$ cat src/sv/sacu_pkg.sv
// ---------------------------------------------------------------------------
// Sprite atlas cell package
// Widths, register indexes, sequencer states and helpers shared by the
// sprite atlas cell block, its interfaces and its checker.
// ---------------------------------------------------------------------------
package sacu_pkg;

   // Default upper bound on the animation frame count.
   localparam int FRAME_LIMIT_DEF = 4096;

   // Field widths.
   localparam int PERIOD_W   = 32;
   localparam int COUNT_W    = 13;
   localparam int EDGE_W     = 17;
   localparam int TIME_W     = 32;
   localparam int CELL_W     = 12;
   localparam int COORD_W    = 18;
   localparam int CSR_IDX_W  = 3;
   localparam int CSR_DATA_W = 32;

   // Shared divider geometry.
   localparam int REM_W = PERIOD_W + 1;
   localparam int DQ_W  = EDGE_W + 1;
   localparam int CNT_W = 5;
   localparam int PROD_W = TIME_W + COUNT_W + 1;
   localparam int SUM_W  = 48;

   // Division lengths in steps.
   localparam logic [CNT_W-1:0] FRAME_STEPS = CNT_W'(COUNT_W);
   localparam logic [CNT_W-1:0] EDGE_STEPS  = CNT_W'(DQ_W);

   // Inward margin of 0.01 in 16 fraction bits, and the coordinate range.
   localparam logic signed [SUM_W-1:0] EDGE_MARGIN = 48'sd655;
   localparam logic signed [SUM_W-1:0] COORD_MIN   = -48'sd131072;
   localparam logic signed [SUM_W-1:0] COORD_MAX   = 48'sd131071;

   // Configuration register indexes.
   typedef enum logic [CSR_IDX_W-1:0] {
      CSR_ANIM_PERIOD   = 3'd0,
      CSR_MAX_FRAMES    = 3'd1,
      CSR_FRAMES_ACROSS = 3'd2,
      CSR_FRAMES_DOWN   = 3'd3,
      CSR_ATLAS_U_MIN   = 3'd4,
      CSR_ATLAS_V_MIN   = 3'd5,
      CSR_ATLAS_U_MAX   = 3'd6,
      CSR_ATLAS_V_MAX   = 3'd7
   } csr_index_type;

   // Sequencer states.
   typedef enum logic [3:0] {
      ST_IDLE,
      ST_MUL_T,
      ST_CHK_T,
      ST_DIV_T,
      ST_FRAME,
      ST_LOAD_W,
      ST_DIV_W,
      ST_LOAD_H,
      ST_DIV_H,
      ST_LOAD_C,
      ST_DIV_C,
      ST_MUL_U,
      ST_MUL_V,
      ST_FIN,
      ST_OUT
   } state_type;

   // Control of the shared divider.
   typedef struct packed {
      logic load;
      logic step;
   } div_ctrl_type;

   // Saturate a wide signed coordinate to the output range.
   function automatic logic signed [COORD_W-1:0] clamp_coord(
      input logic signed [SUM_W-1:0] v);
      logic signed [SUM_W-1:0] c;
      c = v;
      if (v < COORD_MIN) begin
         c = COORD_MIN;
      end
      if (v > COORD_MAX) begin
         c = COORD_MAX;
      end
      return c[COORD_W-1:0];
   endfunction

endpackage

$ cat src/sv/sacu_req_if.sv
// ---------------------------------------------------------------------------
// Request channel
// Valid/ready channel carrying one animation lookup transaction.
// ---------------------------------------------------------------------------
interface sacu_req_if;
   logic                                 valid;
   logic                                 ready;
   logic                                 command;
   logic signed [sacu_pkg::TIME_W-1:0]   anim_time;
   logic        [sacu_pkg::CELL_W-1:0]   cell_number;

   modport source (output valid, command, anim_time, cell_number, input ready);
   modport sink   (input valid, command, anim_time, cell_number, output ready);
endinterface

$ cat src/sv/sacu_rsp_if.sv
// ---------------------------------------------------------------------------
// Response channel
// Valid/ready channel carrying the frame number and its texture rectangle.
// ---------------------------------------------------------------------------
interface sacu_rsp_if;
   logic                                 valid;
   logic                                 ready;
   logic                                 before_start;
   logic        [sacu_pkg::CELL_W-1:0]   frame_number;
   logic signed [sacu_pkg::COORD_W-1:0]  u_left;
   logic signed [sacu_pkg::COORD_W-1:0]  u_right;
   logic signed [sacu_pkg::COORD_W-1:0]  v_top;
   logic signed [sacu_pkg::COORD_W-1:0]  v_bottom;

   modport source (output valid, before_start, frame_number, u_left, u_right,
                   v_top, v_bottom, input ready);
   modport sink   (input valid, before_start, frame_number, u_left, u_right,
                   v_top, v_bottom, output ready);
endinterface

$ cat src/sv/sacu_csr_if.sv
// ---------------------------------------------------------------------------
// Configuration write channel
// Valid/ready channel carrying a register index and its write data.
// ---------------------------------------------------------------------------
interface sacu_csr_if;
   logic                               valid;
   logic                               ready;
   logic [sacu_pkg::CSR_IDX_W-1:0]     index;
   logic [sacu_pkg::CSR_DATA_W-1:0]    data;

   modport source (output valid, index, data, input ready);
   modport sink   (input valid, index, data, output ready);
endinterface

$ cat src/sv/sprite_atlas_cell_uv.sv
// ---------------------------------------------------------------------------
// Sprite atlas cell coordinates
// Maps an animation time or a direct frame number to the inset texture
// rectangle of that frame in a sprite atlas, using one shared divider and
// one shared multiplier under a small sequencer.
// ---------------------------------------------------------------------------
//
//   channel   direction   handshake      contents
//   req_bus   in          valid/ready    command, anim_time, cell_number
//   rsp_bus   out         valid/ready    before_start, frame, rectangle edges
//   csr_bus   in          valid/ready    register index, write data
//
// A time lookup runs the time division before the extent and frame divisions;
// it skips that division when the product saturates the frame or the period
// is zero, a direct frame lookup skips it too, and a negative time goes
// straight to the response; the next request can be taken in the cycle after
// the response transaction. The serial divisions (time by period, extent by
// columns and rows, frame by columns) run in the one-bit-per-cycle divider.
// Reset is synchronous and active high; it restores the register defaults.
// A stalled response holds the block; configuration writes are always taken.
//
module sprite_atlas_cell_uv #(
   parameter int FRAME_LIMIT = sacu_pkg::FRAME_LIMIT_DEF
) (
   input  logic          clock,
   input  logic          reset,
   sacu_req_if.sink      req_bus,
   sacu_rsp_if.source    rsp_bus,
   sacu_csr_if.sink      csr_bus
);

   // Configuration registers.
   logic [sacu_pkg::PERIOD_W-1:0] anim_period_ff;
   logic [sacu_pkg::COUNT_W-1:0]  max_frames_ff;
   logic [sacu_pkg::COUNT_W-1:0]  frames_across_ff;
   logic [sacu_pkg::COUNT_W-1:0]  frames_down_ff;
   logic [sacu_pkg::EDGE_W-1:0]   atlas_u_min_ff;
   logic [sacu_pkg::EDGE_W-1:0]   atlas_v_min_ff;
   logic [sacu_pkg::EDGE_W-1:0]   atlas_u_max_ff;
   logic [sacu_pkg::EDGE_W-1:0]   atlas_v_max_ff;

   // Sequencer.
   sacu_pkg::state_type           state_ff, state_in;
   logic [sacu_pkg::CNT_W-1:0]    cnt_ff, cnt_in;

   // Working registers.
   logic [sacu_pkg::TIME_W-2:0]         time_ff;
   logic                                neg_ff;
   logic signed [sacu_pkg::COORD_W-1:0] cw_ff;
   logic signed [sacu_pkg::COORD_W-1:0] ch_ff;
   logic signed [sacu_pkg::PROD_W-1:0]  prod_ff;

   // Result registers.
   logic                                before_ff;
   logic [sacu_pkg::COUNT_W-1:0]        frame_ff;
   logic signed [sacu_pkg::COORD_W-1:0] u_left_ff;
   logic signed [sacu_pkg::COORD_W-1:0] u_right_ff;
   logic signed [sacu_pkg::COORD_W-1:0] v_top_ff;
   logic signed [sacu_pkg::COORD_W-1:0] v_bottom_ff;

   // Effective counts and handshake strobes.
   logic [sacu_pkg::COUNT_W-1:0]  nframes;
   logic [sacu_pkg::COUNT_W-1:0]  across;
   logic [sacu_pkg::COUNT_W-1:0]  down;
   logic                          req_take;
   logic                          rsp_take;
   logic                          cnt_last;

   // Divider and multiplier connections.
   sacu_pkg::div_ctrl_type              div_ctrl;
   logic [sacu_pkg::REM_W-1:0]          div_load_rem;
   logic [sacu_pkg::DQ_W-1:0]           div_load_dq;
   logic [sacu_pkg::PERIOD_W-1:0]       div_divisor;
   logic [sacu_pkg::REM_W-1:0]          div_rem;
   logic [sacu_pkg::DQ_W-1:0]           div_dq;
   logic signed [sacu_pkg::TIME_W-1:0]  mul_a;
   logic signed [sacu_pkg::COUNT_W:0]   mul_b;
   logic signed [sacu_pkg::PROD_W-1:0]  prod_full;

   // Datapath helpers.
   logic [sacu_pkg::TIME_W-2:0]         prod_hi;
   logic                                period_sat;
   logic [sacu_pkg::COUNT_W-1:0]        quot_frame;
   logic signed [sacu_pkg::DQ_W-1:0]    ext_diff;
   logic [sacu_pkg::DQ_W-1:0]           ext_mag;
   logic signed [sacu_pkg::DQ_W:0]      quot_signed;
   logic signed [sacu_pkg::DQ_W:0]      floor_q;
   logic signed [sacu_pkg::SUM_W-1:0]   corner;
   logic signed [sacu_pkg::SUM_W-1:0]   cell_ext;

   // Out-of-range frame counts fold into 1..FRAME_LIMIT, zero sizes into 1.
   always_comb begin
      nframes = max_frames_ff;
      if (max_frames_ff == '0) begin
         nframes = sacu_pkg::COUNT_W'(1);
      end else if (32'(max_frames_ff) > 32'(FRAME_LIMIT)) begin
         nframes = sacu_pkg::COUNT_W'(FRAME_LIMIT);
      end
      across = (frames_across_ff == '0) ? sacu_pkg::COUNT_W'(1) : frames_across_ff;
      down   = (frames_down_ff == '0) ? sacu_pkg::COUNT_W'(1) : frames_down_ff;
   end

   assign req_take = req_bus.valid && req_bus.ready;
   assign rsp_take = rsp_bus.valid && rsp_bus.ready;
   assign cnt_last = (cnt_ff == sacu_pkg::CNT_W'(1));

   // Configuration writes are taken in any state.
   assign csr_bus.ready = 1'b1;

   always_ff @(posedge clock) begin
      if (reset) begin
         anim_period_ff   <= sacu_pkg::PERIOD_W'(65536);
         max_frames_ff    <= sacu_pkg::COUNT_W'(1);
         frames_across_ff <= sacu_pkg::COUNT_W'(1);
         frames_down_ff   <= sacu_pkg::COUNT_W'(1);
         atlas_u_min_ff   <= '0;
         atlas_v_min_ff   <= '0;
         atlas_u_max_ff   <= sacu_pkg::EDGE_W'(65536);
         atlas_v_max_ff   <= sacu_pkg::EDGE_W'(65536);
      end else if (csr_bus.valid && csr_bus.ready) begin
         case (sacu_pkg::csr_index_type'(csr_bus.index))
            sacu_pkg::CSR_ANIM_PERIOD:   anim_period_ff   <= csr_bus.data;
            sacu_pkg::CSR_MAX_FRAMES:
               max_frames_ff <= csr_bus.data[sacu_pkg::COUNT_W-1:0];
            sacu_pkg::CSR_FRAMES_ACROSS:
               frames_across_ff <= csr_bus.data[sacu_pkg::COUNT_W-1:0];
            sacu_pkg::CSR_FRAMES_DOWN:
               frames_down_ff <= csr_bus.data[sacu_pkg::COUNT_W-1:0];
            sacu_pkg::CSR_ATLAS_U_MIN:
               atlas_u_min_ff <= csr_bus.data[sacu_pkg::EDGE_W-1:0];
            sacu_pkg::CSR_ATLAS_V_MIN:
               atlas_v_min_ff <= csr_bus.data[sacu_pkg::EDGE_W-1:0];
            sacu_pkg::CSR_ATLAS_U_MAX:
               atlas_u_max_ff <= csr_bus.data[sacu_pkg::EDGE_W-1:0];
            sacu_pkg::CSR_ATLAS_V_MAX:
               atlas_v_max_ff <= csr_bus.data[sacu_pkg::EDGE_W-1:0];
            default: ;
         endcase
      end
   end

   // Time-mode saturation check: a quotient of 2^COUNT_W or more, or a
   // zero period, pins the frame to the last one.
   assign prod_hi    = prod_ff[sacu_pkg::PROD_W-3:sacu_pkg::COUNT_W];
   assign period_sat = (anim_period_ff == '0) || ({1'b0, prod_hi} >= anim_period_ff);
   assign quot_frame = div_dq[sacu_pkg::COUNT_W-1:0];

   // Signed extent in the direction being loaded, and its magnitude.
   always_comb begin
      if (state_ff == sacu_pkg::ST_LOAD_W) begin
         ext_diff = $signed({1'b0, atlas_u_max_ff}) - $signed({1'b0, atlas_u_min_ff});
      end else begin
         ext_diff = $signed({1'b0, atlas_v_max_ff}) - $signed({1'b0, atlas_v_min_ff});
      end
      ext_mag = ext_diff[sacu_pkg::DQ_W-1] ? sacu_pkg::DQ_W'(-ext_diff)
                                           : sacu_pkg::DQ_W'(ext_diff);
   end

   // Floor correction of the finished magnitude division.
   always_comb begin
      quot_signed = $signed({1'b0, div_dq});
      if (neg_ff) begin
         floor_q = -quot_signed - (sacu_pkg::DQ_W+1)'(|div_rem);
      end else begin
         floor_q = quot_signed;
      end
   end

   // Edge sums: the base corner, and the cell size being used.
   always_comb begin
      if (state_ff == sacu_pkg::ST_MUL_V) begin
         corner   = $signed({31'b0, atlas_u_min_ff}) + sacu_pkg::SUM_W'(prod_ff);
         cell_ext = sacu_pkg::SUM_W'(cw_ff);
      end else begin
         corner   = $signed({31'b0, atlas_v_min_ff}) + sacu_pkg::SUM_W'(prod_ff);
         cell_ext = sacu_pkg::SUM_W'(ch_ff);
      end
   end

   // Shared multiplier.
   assign prod_full = mul_a * mul_b;

   // Shared divider.
   sacu_div u_div (
      .clock    (clock),
      .ctrl     (div_ctrl),
      .load_rem (div_load_rem),
      .load_dq  (div_load_dq),
      .divisor  (div_divisor),
      .rem      (div_rem),
      .dq       (div_dq)
   );

   // Next state.
   always_comb begin
      state_in = state_ff;
      case (state_ff)
         sacu_pkg::ST_IDLE: begin
            if (req_take) begin
               if (req_bus.command) begin
                  state_in = sacu_pkg::ST_LOAD_W;
               end else if (req_bus.anim_time[sacu_pkg::TIME_W-1]) begin
                  state_in = sacu_pkg::ST_OUT;
               end else begin
                  state_in = sacu_pkg::ST_MUL_T;
               end
            end
         end
         sacu_pkg::ST_MUL_T: state_in = sacu_pkg::ST_CHK_T;
         sacu_pkg::ST_CHK_T:
            state_in = period_sat ? sacu_pkg::ST_LOAD_W : sacu_pkg::ST_DIV_T;
         sacu_pkg::ST_DIV_T: if (cnt_last) state_in = sacu_pkg::ST_FRAME;
         sacu_pkg::ST_FRAME: state_in = sacu_pkg::ST_LOAD_W;
         sacu_pkg::ST_LOAD_W: state_in = sacu_pkg::ST_DIV_W;
         sacu_pkg::ST_DIV_W: if (cnt_last) state_in = sacu_pkg::ST_LOAD_H;
         sacu_pkg::ST_LOAD_H: state_in = sacu_pkg::ST_DIV_H;
         sacu_pkg::ST_DIV_H: if (cnt_last) state_in = sacu_pkg::ST_LOAD_C;
         sacu_pkg::ST_LOAD_C: state_in = sacu_pkg::ST_DIV_C;
         sacu_pkg::ST_DIV_C: if (cnt_last) state_in = sacu_pkg::ST_MUL_U;
         sacu_pkg::ST_MUL_U: state_in = sacu_pkg::ST_MUL_V;
         sacu_pkg::ST_MUL_V: state_in = sacu_pkg::ST_FIN;
         sacu_pkg::ST_FIN: state_in = sacu_pkg::ST_OUT;
         sacu_pkg::ST_OUT: if (rsp_take) state_in = sacu_pkg::ST_IDLE;
         default: state_in = sacu_pkg::ST_IDLE;
      endcase
   end

   // Sequencer outputs: handshakes, divider control and operand selection.
   always_comb begin
      req_bus.ready  = (state_ff == sacu_pkg::ST_IDLE);
      rsp_bus.valid  = (state_ff == sacu_pkg::ST_OUT);
      div_ctrl       = '0;
      div_load_rem   = '0;
      div_load_dq    = {ext_mag};
      div_divisor    = sacu_pkg::PERIOD_W'(across);
      mul_a          = $signed({1'b0, time_ff});
      mul_b          = $signed({1'b0, nframes});
      cnt_in         = cnt_ff;
      case (state_ff)
         sacu_pkg::ST_CHK_T: begin
            div_ctrl.load = !period_sat;
            div_load_rem  = sacu_pkg::REM_W'(prod_hi);
            div_load_dq   = {prod_ff[sacu_pkg::COUNT_W-1:0],
                             (sacu_pkg::DQ_W-sacu_pkg::COUNT_W)'(0)};
            div_divisor   = anim_period_ff;
            cnt_in        = sacu_pkg::FRAME_STEPS;
         end
         sacu_pkg::ST_DIV_T: begin
            div_ctrl.step = 1'b1;
            div_divisor   = anim_period_ff;
            cnt_in        = cnt_ff - sacu_pkg::CNT_W'(1);
         end
         sacu_pkg::ST_LOAD_W: begin
            div_ctrl.load = 1'b1;
            cnt_in        = sacu_pkg::EDGE_STEPS;
         end
         sacu_pkg::ST_LOAD_H: begin
            div_ctrl.load = 1'b1;
            div_divisor   = sacu_pkg::PERIOD_W'(down);
            cnt_in        = sacu_pkg::EDGE_STEPS;
         end
         sacu_pkg::ST_DIV_H: begin
            div_ctrl.step = 1'b1;
            div_divisor   = sacu_pkg::PERIOD_W'(down);
            cnt_in        = cnt_ff - sacu_pkg::CNT_W'(1);
         end
         sacu_pkg::ST_LOAD_C: begin
            div_ctrl.load = 1'b1;
            div_load_dq   = {frame_ff, (sacu_pkg::DQ_W-sacu_pkg::COUNT_W)'(0)};
            cnt_in        = sacu_pkg::FRAME_STEPS;
         end
         sacu_pkg::ST_DIV_W, sacu_pkg::ST_DIV_C: begin
            div_ctrl.step = 1'b1;
            cnt_in        = cnt_ff - sacu_pkg::CNT_W'(1);
         end
         sacu_pkg::ST_MUL_U: begin
            // Column is the remainder of the frame division.
            mul_a = sacu_pkg::TIME_W'(cw_ff);
            mul_b = $signed({1'b0, div_rem[sacu_pkg::COUNT_W-1:0]});
         end
         sacu_pkg::ST_MUL_V: begin
            // Row is the quotient of the frame division.
            mul_a = sacu_pkg::TIME_W'(ch_ff);
            mul_b = $signed({1'b0, div_dq[sacu_pkg::COUNT_W-1:0]});
         end
         default: ;
      endcase
   end

   // Control registers.
   always_ff @(posedge clock) begin
      if (reset) begin
         state_ff <= sacu_pkg::ST_IDLE;
         cnt_ff   <= '0;
      end else begin
         state_ff <= state_in;
         cnt_ff   <= cnt_in;
      end
   end

   // Datapath registers.
   always_ff @(posedge clock) begin
      case (state_ff)
         sacu_pkg::ST_IDLE: begin
            time_ff     <= req_bus.anim_time[sacu_pkg::TIME_W-2:0];
            before_ff   <= !req_bus.command && req_bus.anim_time[sacu_pkg::TIME_W-1];
            frame_ff    <= req_bus.command ? {1'b0, req_bus.cell_number} : '0;
            u_left_ff   <= '0;
            u_right_ff  <= '0;
            v_top_ff    <= '0;
            v_bottom_ff <= '0;
         end
         sacu_pkg::ST_MUL_T: prod_ff <= prod_full;
         sacu_pkg::ST_CHK_T: begin
            if (period_sat) begin
               frame_ff <= nframes - sacu_pkg::COUNT_W'(1);
            end
         end
         sacu_pkg::ST_FRAME: begin
            frame_ff <= (quot_frame >= nframes) ? nframes - sacu_pkg::COUNT_W'(1)
                                                : quot_frame;
         end
         sacu_pkg::ST_LOAD_W: neg_ff <= ext_diff[sacu_pkg::DQ_W-1];
         sacu_pkg::ST_LOAD_H: begin
            cw_ff  <= floor_q[sacu_pkg::COORD_W-1:0];
            neg_ff <= ext_diff[sacu_pkg::DQ_W-1];
         end
         sacu_pkg::ST_LOAD_C: ch_ff <= floor_q[sacu_pkg::COORD_W-1:0];
         sacu_pkg::ST_MUL_U: prod_ff <= prod_full;
         sacu_pkg::ST_MUL_V: begin
            u_left_ff  <= sacu_pkg::clamp_coord(corner + sacu_pkg::EDGE_MARGIN);
            u_right_ff <= sacu_pkg::clamp_coord(corner + cell_ext - sacu_pkg::EDGE_MARGIN);
            prod_ff    <= prod_full;
         end
         sacu_pkg::ST_FIN: begin
            v_top_ff    <= sacu_pkg::clamp_coord(corner + sacu_pkg::EDGE_MARGIN);
            v_bottom_ff <= sacu_pkg::clamp_coord(corner + cell_ext - sacu_pkg::EDGE_MARGIN);
         end
         default: ;
      endcase
   end

   // Response payload.
   assign rsp_bus.before_start = before_ff;
   assign rsp_bus.frame_number = frame_ff[sacu_pkg::CELL_W-1:0];
   assign rsp_bus.u_left       = u_left_ff;
   assign rsp_bus.u_right      = u_right_ff;
   assign rsp_bus.v_top        = v_top_ff;
   assign rsp_bus.v_bottom     = v_bottom_ff;

endmodule

$ cat src/sv/sacu_div.sv
// ---------------------------------------------------------------------------
// Shared restoring divider
// One quotient bit per step. The dividend enters left-aligned in the
// dividend/quotient register and quotient bits fill it from the right.
// ---------------------------------------------------------------------------
module sacu_div (
   input  logic                              clock,
   input  sacu_pkg::div_ctrl_type            ctrl,
   input  logic [sacu_pkg::REM_W-1:0]        load_rem,
   input  logic [sacu_pkg::DQ_W-1:0]         load_dq,
   input  logic [sacu_pkg::PERIOD_W-1:0]     divisor,
   output logic [sacu_pkg::REM_W-1:0]        rem,
   output logic [sacu_pkg::DQ_W-1:0]         dq
);

   logic [sacu_pkg::REM_W-1:0] rem_ff, rem_in;
   logic [sacu_pkg::DQ_W-1:0]  dq_ff, dq_in;
   logic [sacu_pkg::REM_W-1:0] shifted;
   logic [sacu_pkg::REM_W:0]   trial;

   // Trial subtraction of the divisor from the shifted partial remainder.
   always_comb begin
      shifted = {rem_ff[sacu_pkg::REM_W-2:0], dq_ff[sacu_pkg::DQ_W-1]};
      trial   = {1'b0, shifted} - {2'b00, divisor};
      rem_in  = rem_ff;
      dq_in   = dq_ff;
      if (ctrl.load) begin
         rem_in = load_rem;
         dq_in  = load_dq;
      end else if (ctrl.step) begin
         if (!trial[sacu_pkg::REM_W]) begin
            rem_in = trial[sacu_pkg::REM_W-1:0];
            dq_in  = {dq_ff[sacu_pkg::DQ_W-2:0], 1'b1};
         end else begin
            rem_in = shifted;
            dq_in  = {dq_ff[sacu_pkg::DQ_W-2:0], 1'b0};
         end
      end
   end

   always_ff @(posedge clock) begin
      rem_ff <= rem_in;
      dq_ff  <= dq_in;
   end

   assign rem = rem_ff;
   assign dq  = dq_ff;

endmodule

$ cat src/flat_wrapper.sv
// flat-port wrapper written by rule: the top's interface ports become plain ports
module sprite_atlas_cell_uv_flat 
#(
   parameter int FRAME_LIMIT = sacu_pkg::FRAME_LIMIT_DEF
)
  (clock, reset, req_bus_valid, req_bus_command, req_bus_anim_time, req_bus_cell_number, req_bus_ready, rsp_bus_valid, rsp_bus_before_start, rsp_bus_frame_number, rsp_bus_u_left, rsp_bus_u_right, rsp_bus_v_top, rsp_bus_v_bottom, rsp_bus_ready, csr_bus_valid, csr_bus_index, csr_bus_data, csr_bus_ready);
  sacu_req_if req_bus_i ();
  sacu_rsp_if rsp_bus_i ();
  sacu_csr_if csr_bus_i ();
  input  logic clock;
  input  logic reset;
  input wire logic [$bits(req_bus_i.valid)-1:0] req_bus_valid;
  input wire logic [$bits(req_bus_i.command)-1:0] req_bus_command;
  input wire logic [$bits(req_bus_i.anim_time)-1:0] req_bus_anim_time;
  input wire logic [$bits(req_bus_i.cell_number)-1:0] req_bus_cell_number;
  output wire logic [$bits(req_bus_i.ready)-1:0] req_bus_ready;
  output wire logic [$bits(rsp_bus_i.valid)-1:0] rsp_bus_valid;
  output wire logic [$bits(rsp_bus_i.before_start)-1:0] rsp_bus_before_start;
  output wire logic [$bits(rsp_bus_i.frame_number)-1:0] rsp_bus_frame_number;
  output wire logic [$bits(rsp_bus_i.u_left)-1:0] rsp_bus_u_left;
  output wire logic [$bits(rsp_bus_i.u_right)-1:0] rsp_bus_u_right;
  output wire logic [$bits(rsp_bus_i.v_top)-1:0] rsp_bus_v_top;
  output wire logic [$bits(rsp_bus_i.v_bottom)-1:0] rsp_bus_v_bottom;
  input wire logic [$bits(rsp_bus_i.ready)-1:0] rsp_bus_ready;
  input wire logic [$bits(csr_bus_i.valid)-1:0] csr_bus_valid;
  input wire logic [$bits(csr_bus_i.index)-1:0] csr_bus_index;
  input wire logic [$bits(csr_bus_i.data)-1:0] csr_bus_data;
  output wire logic [$bits(csr_bus_i.ready)-1:0] csr_bus_ready;
  assign req_bus_i.valid = req_bus_valid;
  assign req_bus_i.command = req_bus_command;
  assign req_bus_i.anim_time = req_bus_anim_time;
  assign req_bus_i.cell_number = req_bus_cell_number;
  assign req_bus_ready = req_bus_i.ready;
  assign rsp_bus_valid = rsp_bus_i.valid;
  assign rsp_bus_before_start = rsp_bus_i.before_start;
  assign rsp_bus_frame_number = rsp_bus_i.frame_number;
  assign rsp_bus_u_left = rsp_bus_i.u_left;
  assign rsp_bus_u_right = rsp_bus_i.u_right;
  assign rsp_bus_v_top = rsp_bus_i.v_top;
  assign rsp_bus_v_bottom = rsp_bus_i.v_bottom;
  assign rsp_bus_i.ready = rsp_bus_ready;
  assign csr_bus_i.valid = csr_bus_valid;
  assign csr_bus_i.index = csr_bus_index;
  assign csr_bus_i.data = csr_bus_data;
  assign csr_bus_ready = csr_bus_i.ready;
  sprite_atlas_cell_uv #(.FRAME_LIMIT(FRAME_LIMIT)) u_core (.clock(clock), .reset(reset), .req_bus(req_bus_i), .rsp_bus(rsp_bus_i), .csr_bus(csr_bus_i));
endmodule
$ cat config.mk
export PLATFORM = sky130hd
export DESIGN_NAME = sprite_atlas_cell_uv_flat
export DESIGN_NICKNAME = d
export VERILOG_FILES = /design/src/sv/sacu_pkg.sv /design/src/sv/sacu_req_if.sv /design/src/sv/sacu_rsp_if.sv /design/src/sv/sacu_csr_if.sv /design/src/sv/sprite_atlas_cell_uv.sv /design/src/sv/sacu_div.sv /design/src/flat_wrapper.sv
export SDC_FILE = /design/constraint.sdc
export NUM_CORES = 2
export LEC_CHECK = 0
export ABC_CLOCK_PERIOD_IN_PS = 11800
export BUFFER_PORTS_ARGS = -buffer_cell sky130_fd_sc_hd__buf_2
export CAP_MARGIN = 0
export CORE_MARGIN = 4
export CORE_UTILIZATION = 51
export CTS_CLUSTER_DIAMETER = 50
export CTS_CLUSTER_SIZE = 10
export DETAILED_ROUTE_END_ITERATION = 7
export GPL_TIMING_DRIVEN = 0
export MAX_ROUTING_LAYER = met4
export PLACE_DENSITY = 0.66
export SYNTH_ARGS = -nofsm -noshare
export SYNTH_HDL_FRONTEND = slang
export SYNTH_HIERARCHICAL = 1
export SYNTH_SLANG_ARGS = --single-unit
$ cat constraint.sdc
create_clock -name clock -period 11.8 [get_ports clock]
set_input_delay 0.59 -clock clock [delete_from_list [all_inputs] [get_ports clock]]
set_output_delay 0.59 -clock clock [all_outputs]
set_load 0.05 [all_outputs]
==> results list <==
- The flow ran to the end, and the final reports show no timing, DRC or antenna violations.
* Initial core utilization: 51.5%
- Counting every instance in the synthesized netlist gives 5,364.
* Top cell types by occurrence after synthesis: sky130_fd_sc_hd__nand2_1, sky130_fd_sc_hd__inv_1, sky130_fd_sc_hd__nor2_1
- In the routed design, unresolved DRC markers number 0.
- By startpoint and endpoint, the worst setup path is classified as reg2reg.
* Top Family by Delay on Critical Path: adder cells
- Routability Congestion: 0.992
- Setup violations remaining at the end of the flow were counted as 0.
- Portion of the post-synthesis area used by sequential elements: 23.4%
* Leak pwr: 21.6 nW
- The routed design could run at a clock period as short as 11.48 ns.
* Slack of the critical path: 0.315 ns
- Data arrives at the worst endpoint at 11.82 ns.
- Ratio of total power to cell area: 295 nW/um^2
- Layout Nets: 6,414
* Instance count along the most critical hold path: 1
- Final Hold Slack: 0.128 ns
- Placed Instances: 6,682
* Area growth syn-to-layout: 10.3%
* Total overflow reported by the global router: 0
- Maximum Capacitance Violations: 0
* Area of the placeable core: 87,000 sq um
* CTS Root Buffer Type: sky130_fd_sc_hd__clkbuf_16
- Combined flip-flop and latch cell area: 10,500 sq um
- The first global-routing pass estimated 238 mm of wire.
* Fraction of registers with async set or reset after synthesis: 0%
* Post-synthesis register bit count: 399
* Clock transition at the registers of the reported paths: 0.06 ns
- Share of layout cells above drive strength 1: 8.23%
- The most critical setup path has its startpoint at u_core/state_ff[3].
- Excluding fillers, the count of instances in the completed layout stands at 6,798.
- In the routed layout, each cell is associated on average with a via count of 5.93.
- Largest net degree at the start of global routing: 52
- # clock sinks: 399
- Y dimension of the die: 305 um
* Routed wirelength normalized by instance count: 23.0 um
* Cell accounting for the most synthesized area: sky130_fd_sc_hd__fa_1
- Placement Setup Slack: -1.25 ns
* Area contributors post-synth: sky130_fd_sc_hd__fa_1, sky130_fd_sc_hd__edfxtp_1, sky130_fd_sc_hd__ha_1
- The first detailed-routing pass took 6 iterations.
* RSZ-0062 raised after global routing: no
* Sum of negative setup slack: 0 ns
- For the final database, setup skew stands at 0.0452 ns.
* Fmax: 87.1 MHz
- In this run the tightest slew margin relative to its limit is 18.6%.
- The longest clock path from root to sink contains 3 buffers.
* Sum of routed wire length over all layers: 156 mm
- CP endpoint kind: flop
- Pins over their slew limit: 0
- Flip-flop cell with the highest count after synthesis: sky130_fd_sc_hd__edfxtp_1
- Once detail routing completed, the nets flagged for antenna violations numbered 0.
- In this run the count of I/O pins placed on the die edge is 173.
- Counting cells, the worst reg-to-reg path comes to 33.
- The worst register-to-register path ends at u_core/prod_ff[45].
- The initial antenna violation count was 6.
* Most frequent cell after synthesis: sky130_fd_sc_hd__nand2_1
* Share of the clock period used by the worst path after layout: 97.3%
- Counting both buffers and inverters, the worst setup path holds a total of 7.
- Hold Path Class: in2reg
- After filler insertion, the fill cell instance count of the layout stands at 8,164.
* Critical path's slowest cell: sky130_fd_sc_hd__clkbuf_1
- Number of warnings printed during yosys synthesis: 6
- For this run, the total global-route usage over all layers was measured as 34.2%.
- Crit path top cell by count: sky130_fd_sc_hd__fa_1
- Power after layout: 14.6 mW
* Hold path startpoint: req_bus_anim_time[18]
- The clock reaches the later pin of the worst-skew pair after 0.64 ns.
* Overall die width: 305 um
- Slew @ Worst Pin: 1.21 ns
- The synthesized design contains 251 enable-type register cells.
- For this run, the share of the core covered by cells in the final layout is 56.9%.
- H-tree Lvls: 3
* Area of placed instances: 47,200 sq um
- Final hold violation count: 0
* Final cell area excluding filler cells: 49,500 sq um
* CTS tree: yes
- Vias: 40,300
- Average footprint of a synthesized cell: 8.36 sq um
* Detailed placer's ending HPWL: 128 mm
- For the worst setup path, the data required time is 12.13 ns.
- Initial drt markers: 4,220
* Portion of synthesized cell area occupied by the leading cell type: 17.1%
* Die Outline Area: 92,700 sq um
* Reg2Reg Setup Slack: 0.32 ns
* Maximum ir drop on the vdd rail: 272 uV
- Vias in the first global route: 39,300
- CP startpoint kind: flop
* Beginning of the worst register-to-register path: u_core/state_ff[3]
* Cell area after synthesis: 44,800 sq um
- Area of combinational cells with multiple inputs: 30,800 sq um
- CP max stage delay: 0.65 ns
* Number of clock buffers inserted by TritonCTS: 66
- CP Max Fanout: 10
- Count of input and output buffers: 153
* Worst hold endpoint: u_core/time_ff[18]
- Number of distinct library cell variants in the gate-level netlist after synthesis: 117
* Placement Rows: 108
[layout make-up]
type                       instances  share of cell area (%)
clock buffer                      79                    3.65
inverter                         702                    5.32
timing repair buffer             162                    1.76
multi-input combinational       4019                    62.1
clock inverter                    35                   0.723
tap                             1155                    2.92
antenna                            2                  0.0101
sequential                       399                    21.2
buffer                           245                    2.26
[logic make-up (layout without fill, tap and decap cells)]
kind of cell / after synthesis / count (layout) / synth area share [%]
fa+ha+maj: 734 / 734 / 26.9
xor+xnor: 208 / 208 / 4.06
buf+inv: 947 / 1223 / 8.33
compound gates: 1163 / 1163 / 16.9
flops: 399 / 399 / 23.4
mux: 61 / 61 / 1.43
simple gates: 1850 / 1850 / 18.9
other cells: 2 / 5 / 0.0167
[worst max path at each step]
stage	end	slack, ns	cells past startpoint
2_1_floorplan	u_core/prod_ff[44]	3.14	34
3_3_place_gp	u_core/rsp_bus.v_bottom[14]	-1.20	34
3_5_place_dp	u_core/rsp_bus.v_bottom[12]	-1.25	34
4_1_cts	u_core/rsp_bus.u_right[8]	0.004	32
5_1_grt	u_core/rsp_bus.v_bottom[7]	0.03	34
6_report	u_core/prod_ff[45]	0.32	33
[registers in the layout, summed over array words and instances, names as in the netlist, 18 cells and up]
signal	cells
u_core/rsp_bus.v_bottom	18
u_core/rsp_bus.v_top	18
u_core/time_ff	31
u_core/ch_ff	18
u_core/rsp_bus.u_right	18
u_core/prod_ff	46
u_core/u_div/rem	33
u_core/rsp_bus.u_left	18
u_core/u_div/dq	18
u_core/cw_ff	18
u_core/anim_period_ff	32
[what timing repair did]
item,in CTS,in global routing
hold buffers,0,0
buffers inserted,0,0
gates resized for setup,7,26
setup endpoints to repair,41,41
[placed cells by master, fill, tap and decap left out, drive strengths merged, types with 12 or more instances in the layout]
cell type,instances
and4,17
inv,710
nor3b,12
a21boi,14
o31ai,21
o211ai,29
o21ai,221
ha,351
xnor2,127
and3,61
nor2,424
edfxtp,251
or3,26
clkinv,18
fa,383
o21a,49
nand2b,44
or2,18
o31a,17
a22oi,65
mux2i,37
nand3,83
dfxtp,148
buf,211
mux2,24
xor2,81
a21o,90
nand3b,12
clkbuf,274
a21oi,410
nor3,62
nor2b,46
and2,75
o21bai,33
nand4,57
nand2,837
a31oi,39
a211oi,36
nor4,43
[routing by layer]
metal	track usage, %	vias up	part of all wire [%]
li1	-	18600	-
met1	45.3	19400	42
met2	51.4	1852	44
met3	6.83	418	9.3
met4	14.3	0	5.1
met5	-	-	0
[power by group]
part           switching, mW  leakage, nW  internal [mW]  total (mW)
registers              0.556         3.60           2.30        2.86
logic                   6.42         17.0           3.37        9.79
clock network          0.750         1.05           1.19        1.94
Power figures use the tool's default switching activity.
